--- config.mk ---
export PLATFORM = sky130hd
export DESIGN_NAME = modular_power
export DESIGN_NICKNAME = d
export VERILOG_FILES = /design/src/sv/mpow_pkg.sv /design/src/sv/mpow_mulmod.sv /design/src/sv/modular_power.sv
export SDC_FILE = /design/constraint.sdc
export NUM_CORES = 1
export LEC_CHECK = 0
export BUFFER_PORTS_ARGS = -buffer_cell sky130_fd_sc_hd__clkbuf_2
export CORE_UTILIZATION = 39
export CTS_BUF_LIST = sky130_fd_sc_hd__clkbuf_8
export DETAILED_ROUTE_END_ITERATION = 10
export GPL_ROUTABILITY_DRIVEN = 0
export SETUP_SLACK_MARGIN = 0.02
export SLEW_MARGIN = 20
export SYNTH_ARGS = -nofsm -noshare
export SYNTH_HDL_FRONTEND = slang
export SYNTH_SLANG_ARGS = --single-unit
--- constraint.sdc ---
create_clock -name i_clk -period 7.66 [get_ports i_clk]
set_input_delay 0.766 -clock i_clk [delete_from_list [all_inputs] [get_ports i_clk]]
set_output_delay 0.766 -clock i_clk [all_outputs]
set_load 0.03 [all_outputs]
--- src/sv/mpow_pkg.sv ---
// shared types and constants for the modular power block
package mpow_pkg;

    localparam int WORD_BITS = 64;
    localparam int CNT_BITS  = $clog2(WORD_BITS);

    // operation codes of the shared modular unit
    localparam logic OP_MUL = 1'b0;
    localparam logic OP_RED = 1'b1;

    typedef logic [WORD_BITS-1:0] t_word;

    // request from the sequencer to the modular unit
    typedef struct packed {
        logic  start;
        logic  op;
        t_word x;
        t_word y;
        t_word n;
    } t_mm_req;

endpackage

--- src/sv/mpow_mulmod.sv ---
// shared bit-serial modular multiply and reduce unit
module mpow_mulmod
    import mpow_pkg::*;
(
    input  logic    i_clk,
    input  logic    i_rst_n,
    input  t_mm_req i_req,
    output logic    o_busy,
    output logic    o_done,
    output t_word   o_res
);

    logic                r_busy, n_busy;
    logic                r_done, n_done;
    logic                r_op, r_ph, n_ph;
    logic [CNT_BITS-1:0] r_cnt, n_cnt;
    t_word               r_x, r_y, n_y, r_n, r_acc, n_acc;

    logic [WORD_BITS:0]  w_s;
    logic [WORD_BITS:0]  w_r;
    logic                w_bit;

    assign w_bit = r_y[WORD_BITS-1];

    // one add, one compare and subtract against the modulus
    always_comb begin
        w_s = {1'b0, r_acc}
            + ((r_op == OP_MUL && r_ph) ? {1'b0, r_x} : {1'b0, r_acc})
            + {{WORD_BITS{1'b0}}, (r_op == OP_RED) & w_bit};
        w_r = (w_s >= {1'b0, r_n}) ? (w_s - {1'b0, r_n}) : w_s;
    end

    // step sequencing over the bits of y, msb first
    always_comb begin
        n_busy = r_busy;
        n_done = 1'b0;
        n_ph   = r_ph;
        n_cnt  = r_cnt;
        n_y    = r_y;
        n_acc  = r_acc;
        if (r_busy) begin
            n_acc = w_r[WORD_BITS-1:0];
            if (r_op == OP_MUL && !r_ph && w_bit) begin
                n_ph = 1'b1;
            end else begin
                n_ph = 1'b0;
                n_y  = {r_y[WORD_BITS-2:0], 1'b0};
                n_cnt = r_cnt - 1'b1;
                if (r_cnt == '0) begin
                    n_busy = 1'b0;
                    n_done = 1'b1;
                end
            end
        end
    end

    always_ff @(posedge i_clk) begin
        if (!i_rst_n) begin
            r_busy <= 1'b0;
            r_done <= 1'b0;
        end else begin
            r_busy <= i_req.start ? 1'b1 : n_busy;
            r_done <= n_done;
        end
    end

    always_ff @(posedge i_clk) begin
        if (i_req.start) begin
            r_op  <= i_req.op;
            r_x   <= i_req.x;
            r_y   <= i_req.y;
            r_n   <= i_req.n;
            r_acc <= '0;
            r_ph  <= 1'b0;
            r_cnt <= CNT_BITS'(WORD_BITS - 1);
        end else begin
            r_y   <= n_y;
            r_acc <= n_acc;
            r_ph  <= n_ph;
            r_cnt <= n_cnt;
        end
    end

    assign o_busy = r_busy;
    assign o_done = r_done;
    assign o_res  = r_acc;

`ifndef SYNTHESIS
    a_no_restart: assert property (@(posedge i_clk) disable iff (!i_rst_n)
        r_busy |-> !i_req.start) else $error("start while busy");
    a_res_below_n: assert property (@(posedge i_clk) disable iff (!i_rst_n)
        (r_done && r_n != '0) |-> (r_acc < r_n)) else $error("result not reduced");
    a_done_after_busy: assert property (@(posedge i_clk) disable iff (!i_rst_n)
        r_done |-> $past(r_busy)) else $error("done without work");
`endif

endmodule

--- src/sv/modular_power.sv ---
// top level: exponent sequencer around the shared modular unit
// Computes base^exponent mod modulus by right-to-left square-and-multiply.
// The base is first reduced by one pass of the shared unit; each
// modular multiply then runs one doubling step per multiplier bit plus
// one add step per set bit, all through the one shared add/compare unit.
// The input is not ready while an item is in work. A result waits in the
// output register while the next item is accepted.
module modular_power
    import mpow_pkg::*;
(
    input  logic         i_clk,
    input  logic         i_rst_n,
    input  logic         i_cfg_valid,
    output logic         o_cfg_ready,
    input  logic [63:0]  i_cfg_data,     // modulus
    input  logic         i_s_tvalid,
    output logic         o_s_tready,
    input  logic [127:0] i_s_tdata,      // [63:0] base, [127:64] exponent
    output logic         o_m_tvalid,
    input  logic         i_m_tready,
    output logic [63:0]  o_m_tdata       // [63:0] power
);

    localparam logic [2:0] ST_IDLE = 3'd0;
    localparam logic [2:0] ST_RED  = 3'd1;
    localparam logic [2:0] ST_CHK  = 3'd2;
    localparam logic [2:0] ST_MULA = 3'd3;
    localparam logic [2:0] ST_SHFT = 3'd4;
    localparam logic [2:0] ST_MULS = 3'd5;
    localparam logic [2:0] ST_DONE = 3'd6;

    logic [2:0] r_state, n_state;
    t_word      r_mod, r_n, r_e, r_acc, r_sq, r_out;
    logic       r_ovalid;
    t_mm_req    w_req;
    logic       w_busy, w_done;
    t_word      w_res;
    logic       w_in_xfer, w_out_xfer, w_load;

    assign o_cfg_ready = 1'b1;
    assign o_s_tready  = (r_state == ST_IDLE);
    assign w_in_xfer   = i_s_tvalid && o_s_tready;
    assign w_out_xfer  = r_ovalid && i_m_tready;
    assign w_load      = (r_state == ST_DONE) && (!r_ovalid || i_m_tready);

    mpow_mulmod u_mm (
        .i_clk   (i_clk),
        .i_rst_n (i_rst_n),
        .i_req   (w_req),
        .o_busy  (w_busy),
        .o_done  (w_done),
        .o_res   (w_res)
    );

    // sequencer next state and unit requests
    always_comb begin
        n_state     = r_state;
        w_req.start = 1'b0;
        w_req.op    = OP_MUL;
        w_req.x     = r_acc;
        w_req.y     = r_sq;
        w_req.n     = r_n;
        unique case (r_state)
            ST_IDLE: begin
                if (w_in_xfer) begin
                    if (r_mod[WORD_BITS-1:0] == '0) begin
                        n_state = ST_DONE;
                    end else begin
                        w_req.start = 1'b1;
                        w_req.op    = OP_RED;
                        w_req.y     = i_s_tdata[WORD_BITS-1:0];
                        w_req.n     = r_mod[WORD_BITS-1:0];
                        n_state     = ST_RED;
                    end
                end
            end
            ST_RED: begin
                if (w_done) n_state = ST_CHK;
            end
            ST_CHK: begin
                if (r_e == '0) begin
                    n_state = ST_DONE;
                end else if (r_e[0]) begin
                    w_req.start = 1'b1;
                    n_state     = ST_MULA;
                end else begin
                    n_state = ST_SHFT;
                end
            end
            ST_MULA: begin
                if (w_done) n_state = ST_SHFT;
            end
            ST_SHFT: begin
                if (r_e[WORD_BITS-1:1] != '0) begin
                    w_req.start = 1'b1;
                    w_req.x     = r_sq;
                    n_state     = ST_MULS;
                end else begin
                    n_state = ST_DONE;
                end
            end
            ST_MULS: begin
                if (w_done) n_state = ST_CHK;
            end
            ST_DONE: begin
                if (w_load) n_state = ST_IDLE;
            end
            default: n_state = ST_IDLE;
        endcase
    end

    // control registers
    always_ff @(posedge i_clk) begin
        if (!i_rst_n) begin
            r_state  <= ST_IDLE;
            r_ovalid <= 1'b0;
            r_mod    <= 64'd1;
        end else begin
            r_state <= n_state;
            if (w_load)          r_ovalid <= 1'b1;
            else if (w_out_xfer) r_ovalid <= 1'b0;
            if (i_cfg_valid)     r_mod <= i_cfg_data;
        end
    end

    // datapath registers
    always_ff @(posedge i_clk) begin
        if (w_in_xfer) begin
            r_n   <= r_mod[WORD_BITS-1:0];
            r_e   <= i_s_tdata[64 +: WORD_BITS];
            r_acc <= '0;
        end
        if (r_state == ST_RED && w_done) begin
            r_sq  <= w_res;
            r_acc <= (r_n == t_word'(1)) ? '0 : t_word'(1);
        end
        if (r_state == ST_MULA && w_done) r_acc <= w_res;
        if (r_state == ST_MULS && w_done) r_sq <= w_res;
        if (r_state == ST_SHFT) r_e <= {1'b0, r_e[WORD_BITS-1:1]};
        if (w_load) r_out <= r_acc;
    end

    assign o_m_tvalid = r_ovalid;
    assign o_m_tdata  = r_out;

`ifndef SYNTHESIS
    a_no_accept_busy: assert property (@(posedge i_clk) disable iff (!i_rst_n)
        w_busy |-> !o_s_tready) else $error("input ready while unit busy");
    a_out_reduced: assert property (@(posedge i_clk) disable iff (!i_rst_n)
        (w_load && r_n != '0) |-> (r_acc < r_n)) else $error("power not below modulus");
    a_done_in_wait: assert property (@(posedge i_clk) disable iff (!i_rst_n)
        w_done |-> (r_state == ST_RED || r_state == ST_MULA || r_state == ST_MULS))
        else $error("unit done outside a wait state");
`endif

endmodule

-- Word-level counts from Yosys, hierarchy flattened
Cells that the tools add are included.
- input port bits: 197
- word-level logic and storage cells: 109
- output and inout port bits: 67
- flip-flop bits (word level): 654
- equal/unequal tests: 12
- reduce and logical (&&, ||, !) cells: 28
- bitwise logic cells: 5
- add/subtract/negate cells: 4
- muxes and demuxes: 41
- $lt $le $gt $ge: 1
- operators with widths (operator ; count):
    2-to-1 mux 64 bit ; 12
    2-to-1 mux 128 bit ; 3
    logical NOT 64 bit ; 2
    2-to-1 mux 63 bit ; 2
    adder 64 x 65 -> 65 bit ; 1
    adder 65 x 1 -> 65 bit ; 1
    >= comparator 65 x 64 -> 1 bit ; 1
    equality test 64 x 1 -> 1 bit, second input constant ; 1
    subtractor 64 bit ; 1
    nonzero test 63 bit ; 1
    2-to-1 mux 3 bit ; 7
    case mux 3 bit (6 select lines) ; 1
    2-to-1 mux 1 bit ; 12
    equality test 3 bit, second input constant ; 3
    logical AND 1 bit ; 9
    != test 2 x 1 -> 1 bit, second input constant ; 4
    nonzero test 2 bit ; 4
    equality test 3 x 2 -> 1 bit, second input constant ; 2
    logical NOT 6 bit ; 1
    2-to-1 mux 2 bit ; 3
    AND reduction 2 bit ; 3
    subtractor 6 x 1 -> 6 bit, second input constant ; 1
    inverter 1 bit ; 4
    AND reduction 4 bit ; 1
    10 further kinds ; 11

-- Longest topological paths before layout
- depth in word-level cells: 7
- depth in mapped cells: 31
- depth with buffers taken out: 26

-- Modules after synthesis
A second synthesis with hierarchy kept.
- cells, all modules: 2908
- area total of the unflattened synthesis: 34817.1 um2
- modules (own cells, without submodules) (module ; instances ; seq. area each (um2) ; area an instance (um2) ; cells an instance):
    mpow_mulmod ; 1 ; 7257.0 ; 18370.1 ; 1908
    modular_power ; 1 ; 10960.5 ; 16447.0 ; 1000

-- Worst setup path before layout
OpenSTA, ideal clock, no wires.
- path kind: reg-to-reg
- start: register u_mm.r_op
- end: register u_mm.r_acc[48], in the netlist u_mm.o_res[48]
- data arrival time: 6.129 ns
- clock period less this slack: 6.491 ns
- required time: 7.298 ns
- setup slack: 1.169 ns
- buffers on the path: 4
- stages on the path, launching flop included: 30
- library setup time: 0.362 ns
- cell sequence: edfxtp_1 nor2b_1 clkbuf_1 mux2_2 fa_1 fa_1 a21o_1 a221oi_2 o21ai_4 a31oi_4 o21ba_2 o21bai_1 a21oi_1 o31ai_1 xor2_1 ha_1 buf_2 nand4_1 or3_1 nand2b_4 o221ai_1 nor4_2 o21ai_1 a2111oi_2 o31a_1 buf_6 inv_2 buf_4 mux2i_1 a211oi_1
- word-level cells in the longest chain between the ends: 7
- elaborated cells between the ends (all ways): 9
- classes of those cells: add/sub: 3; order compare: 1; mux: 2; bitwise: 2; reduce/logical: 1
- ends and longest elaborated chain (element ; line ; source):
    start, declared ; mpow_mulmod.sv:15 ; logic r_op, r_ph, n_ph;
    start signal, assigned ; mpow_mulmod.sv:69 ; r_op <= i_req.op;
    inverter 1 bit ; mpow_mulmod.sv:28 ; + ((r_op == OP_MUL && r_ph) ? {1'b0, r_x} : {1'b0, r_acc})
    logical AND 1 bit ; mpow_mulmod.sv:28 ;
    2-to-1 mux 64 bit ; mpow_mulmod.sv:28 ;
    adder 64 x 65 -> 65 bit ; mpow_mulmod.sv:28 ;
    adder 65 x 1 -> 65 bit (*) ; mpow_mulmod.sv:29 ; + {{WORD_BITS{1'b0}}, (r_op == OP_RED) & w_bit};
    subtractor 64 bit / >= comparator 65 x 64 -> 1 bit (equally long branches) ; mpow_mulmod.sv:30 ; w_r = (w_s >= {1'b0, r_n}) ? (w_s - {1'b0, r_n}) : w_s;
    2-to-1 mux 64 bit (*) ; mpow_mulmod.sv:30 ;
    end signal, assigned ; mpow_mulmod.sv:78 ; r_acc <= n_acc;
    end, declared ; mpow_mulmod.sv:17 ; t_word r_x, r_y, n_y, r_n, r_acc, n_acc;
Mark *: on every way between the ends. The rest lies on a longest branch, timed or not.
A chain may end at the register's enable or synchronous reset.

-- Worst setup path in the final report
- start: register u_mm.r_op
- end: register u_mm.r_acc[39], in the netlist u_mm.o_res[39]
The elaborated chain is that of the path after synthesis.

==> results.md <==
Outcome:
- The flow ran to the end, and the final reports show no timing, DRC or antenna violations.

Finish:
- The top cell types in the final layout, fill and taps aside, are edfxtp_1, clkbuf_2, mux2_2, nor2_1, a21oi_1.
- The net count of the finished layout is 3539.
- The relative area change from synthesis to final layout is 13.4%.
- Leaving out fill and tap cells, the most frequent cell in the layout is edfxtp_1.
- The share of layout cells above drive strength 1 is 22.4%.

Synthesis:
- The cell area after technology mapping is 34100 um^2.
- After synthesis, the largest family of logic cells by area is multiplexers.
- Counting every net in the synthesized netlist gives 3294.
- Of all flip-flops after synthesis, the portion carrying an async set or reset was 0%.
- After Yosys synthesis, and, or, nand and nor cells account for 10.0% of the synthesized area.
- The synthesized netlist cell count is 2965.
- The mux cell area share after synthesis is 12.7%.
- The register area share after synthesis is 53.4%.
- The count of warnings emitted by yosys is 0.
- Among all flip-flop cells after synthesis, the most frequent one is edfxtp_1.
- Of the total synthesized cell area, the portion taken by XOR and XNOR cells is 3.18%.
- The share of the synthesized area in compound gates (AO/OA/AOI/OAI) is 12.5%.
- The adder-cell share of the synthesized area is 4.91%.
- The average cell area after synthesis is 11.5 um^2.
- The netlist uses 89 different library cells.
- The synthesized design contains 512 enable-type register cells.
- The flop and latch count out of synthesis is 654.

CTS:
- TritonCTS built the clock tree.
- Hold repair after CTS inserted 0 buffers.
- The clock root buffer is clkbuf_8.
- The clock-pin slew reported for the worst setup and hold paths after clock tree synthesis is 0.06 ns.
- The CTS sink count is 654.
- The largest buffer count on any clock path is 3.
- Counting the buffers created by CTS gives 109.
- For the worst-skew pair, the clock arrives at the later sink with an insertion delay of 0.73 ns.
- The H-tree generated during clock tree synthesis spans 3 levels.

Floorplanning:
- The die is 298 um wide.
- The number of standard-cell rows in the floorplan is 108.
- The height of the die is 298 um.
- The die area is 88600 um^2.
- In this run the count of I/O pins placed on the die edge is 264.
- After floorplanning, the core was sized to cover 86600 um^2.
- The starting density of the core is 39.4%.

Placed design:
- Input and output buffers added on the ports amount to 262.
- The wire-length estimate of the detail-placed layout is 62000 um.
- Before CTS, the worst setup slack after placement is 0.250 ns.

STA:
- The final max-slew violation count was 0.
- The post-route minimum period is 7.14 ns.
- The final setup skew is 0.0377 ns.
- Setup violations remaining at the end of the flow were counted as 0.
- Setup repair after global routing left no endpoint under its margin.
- The worst path uses 93.2% of the clock period.
- Final hold analysis gives a worst-case slack of 0.205 ns.
- Static timing analysis puts the maximum clock frequency at 140 MHz.
- Across all setup checks in the final design, the least slack found is 0.518 ns.
- The transition at the pin with the smallest max-transition slack is 1.08 ns.
- The worst slew slack as a fraction of its limit is 27.9%.
- The final number of hold-violating endpoints was 0.

GRT:
- The initial antenna violation count is 4.
- After global routing, the most crowded layer is met2.
- In the global route stage, met1 resource usage came out at 28.5%.
- The wire length of the first global-routing pass is 136000 um.
- Entering global routing, the biggest net connects 131 pins.
- The global-route track usage on met2 is 29.2%.
- The global routing usage on met3 is 3.01%.
- The via count of the first global-routing pass is 23103.
- The remaining global-route overflow is 0.
- For this run, the total global-route usage over all layers was measured as 19.5%.

Worst setup path:
- For the worst setup path, the data required time is 8.27 ns.
- The type of element capturing the critical path is a flip-flop.
- The critical path is of the flip-flop to flip-flop type.
- STA classifies the critical path startpoint as a flip-flop.
- Along the worst path, the maximum fanout reaches 62.
- The arrival time of data at the critical path endpoint is 7.75 ns.

Route:
- After detailed routing, the total wire length is 87300 um.
- Using the TritonRoute via totals, the vias-per-cell ratio works out to 5.31.
- The first TritonRoute pass finished after 5 iterations.
- In the final routed layout, each cell accounts on average for 19.6 um.
- Summing over every cut layer, the via total after detailed routing is 23673.
- The number of design-rule violations left by the first detailed-router iteration is 1527.
- The post-route DRC violation count is 0.
- The number of antenna-violating nets in the routed design is 0.

Worst hold path:
- The worst hold path class is input pin to flip-flop.

Job:
- Max-cap violations in this run came to 0.
## Yosys cell counts (4+ instances only)
master,n,area [um^2]
a2111oi_0,4,35.0
a211o_1,4,35.0
a211oi_1,37,278
a211oi_2,5,62.6
a21boi_0,5,37.5
a21o_1,72,541
a21oi_1,207,1040
a21oi_2,8,70.1
a31oi_1,25,156
a41oi_1,4,35.0
and2_1,72,450
and3_1,14,87.6
and4_1,11,96.3
buf_1,9,33.8
buf_2,20,100
buf_4,5,37.5
clkbuf_1,112,420
dfxtp_1,142,2840
edfxtp_1,512,15400
ha_1,129,1610
inv_1,116,435
mux2_2,255,2870
mux2i_1,145,1450
nand2_1,188,706
nand2b_1,16,100
nand3_1,36,180
nand4_1,42,263
nor2_1,210,788
nor2b_1,14,87.6
nor3_1,28,140
nor3b_1,6,45.0
nor4_1,53,332
o211ai_1,10,75.1
o21a_1,11,82.6
o21ai_0,188,941
o21ai_1,7,35.0
o21bai_1,28,210
o221ai_1,5,43.8
o31ai_1,11,82.6
or3_1,5,31.3
xnor2_1,66,578
xor2_1,56,490
## stage by stage
step                std cells  instance area, um^2  util, %  setup TNS [ns]
floorplan                2965                34100        -               0
detailed placement       4254                36500     42.2               0
CTS                      4455                38600     44.6               0
finish                   4459                38700     44.6               0
global placement         4254                36500     42.2          -0.162
global route             4459                38700     44.6               0
## worst max-delay path: stages, from the launching register on
cell and delay, ns:
edfxtp_1 0.44, nor2b_4 0.15, buf_6 0.31, mux2_2 0.39
ha_1 0.45, nand2_1 0.11, nor2_1 0.18, nand4_1 0.22
nor3_1 0.39, o311ai_2 0.30, a31oi_1 0.45, a31oi_1 0.25
o21ai_2 0.35, a31oi_1 0.16, xnor2_1 0.33, ha_1 0.38
and4_1 0.24, nand3_1 0.08, nor3_1 0.06, and4_1 0.22
a211o_1 0.24, a2111oi_2 0.22, o31a_2 0.30, buf_12 0.26
mux2i_1 0.22, nor2_1 0.06, o21a_1 0.19
## metal layers
metal | vias to the layer above | wire length, um
li1 | 11565 | -
met1 | 11331 | 42600
met2 | 631 | 38400
met3 | 146 | 4180
met4 | 0 | 2200
met5 | - | 0
## worst paths after layout
check / slack, ns / cells after the start / startpoint / endpoint
max: 0.52 / 26 / u_mm.r_op$_SDFFCE_PN0P_ / u_mm.o_res[39]$_SDFFE_PP0P_
min: 0.21 / 2 / i_rst_n / r_mod[0]$_SDFFE_PN1P_
max reg2reg: 0.52 / 26 / u_mm.r_op$_SDFFCE_PN0P_ / u_mm.o_res[39]$_SDFFE_PP0P_
min reg2reg: 0.43 / 0 / r_acc[37]$_SDFFCE_PN0P_ / o_m_tdata[37]$_DFFE_PP_
## logic make-up after synthesis
logic type	count (synthesis)
AOI/OAI and AO/OA	676
xor gates and xnor gates	123
adders and majority gates	132
buffers and inverters	271
DFF	654
muxes	400
other	1
and+or+nand+nor	708
## cell type report
class,instances,area [um^2]
Fill cell,8214,48000
Antenna cell,4,10.0
Clock inverter,82,477
Multi-Input combinational cell,2040,14900
Sequential cell,654,18200
Tap cell,1155,1450
Clock buffer,119,1640
Timing Repair Buffer,286,1550
Inverter,119,452
## flip-flops by register name, summed over array words and instances, names as in the netlist
| signal | cells |
|---|---|
| u_mm.r_ph | 1 |
| r_acc | 64 |
| o_m_tvalid | 1 |
| u_mm.o_busy | 1 |
| r_sq | 64 |
| r_state | 3 |
| u_mm.r_y | 64 |
| u_mm.r_x | 64 |
| r_mod | 64 |
| u_mm.r_n | 64 |
| u_mm.o_done | 1 |
| u_mm.r_op | 1 |
| r_e | 64 |
| u_mm.o_res | 64 |
| u_mm.r_cnt | 6 |
| o_m_tdata | 64 |
| r_n | 64 |
## timing repair
action                                  in CTS  in global routing
resized for setup                            0                  3
setup buffers                                0                  0
endpoints found under the setup margin       0                 57
Power is left out: the tool's default activity adds up to more than one toggle a clock period on the data nets, which glitch-free logic cannot reach.
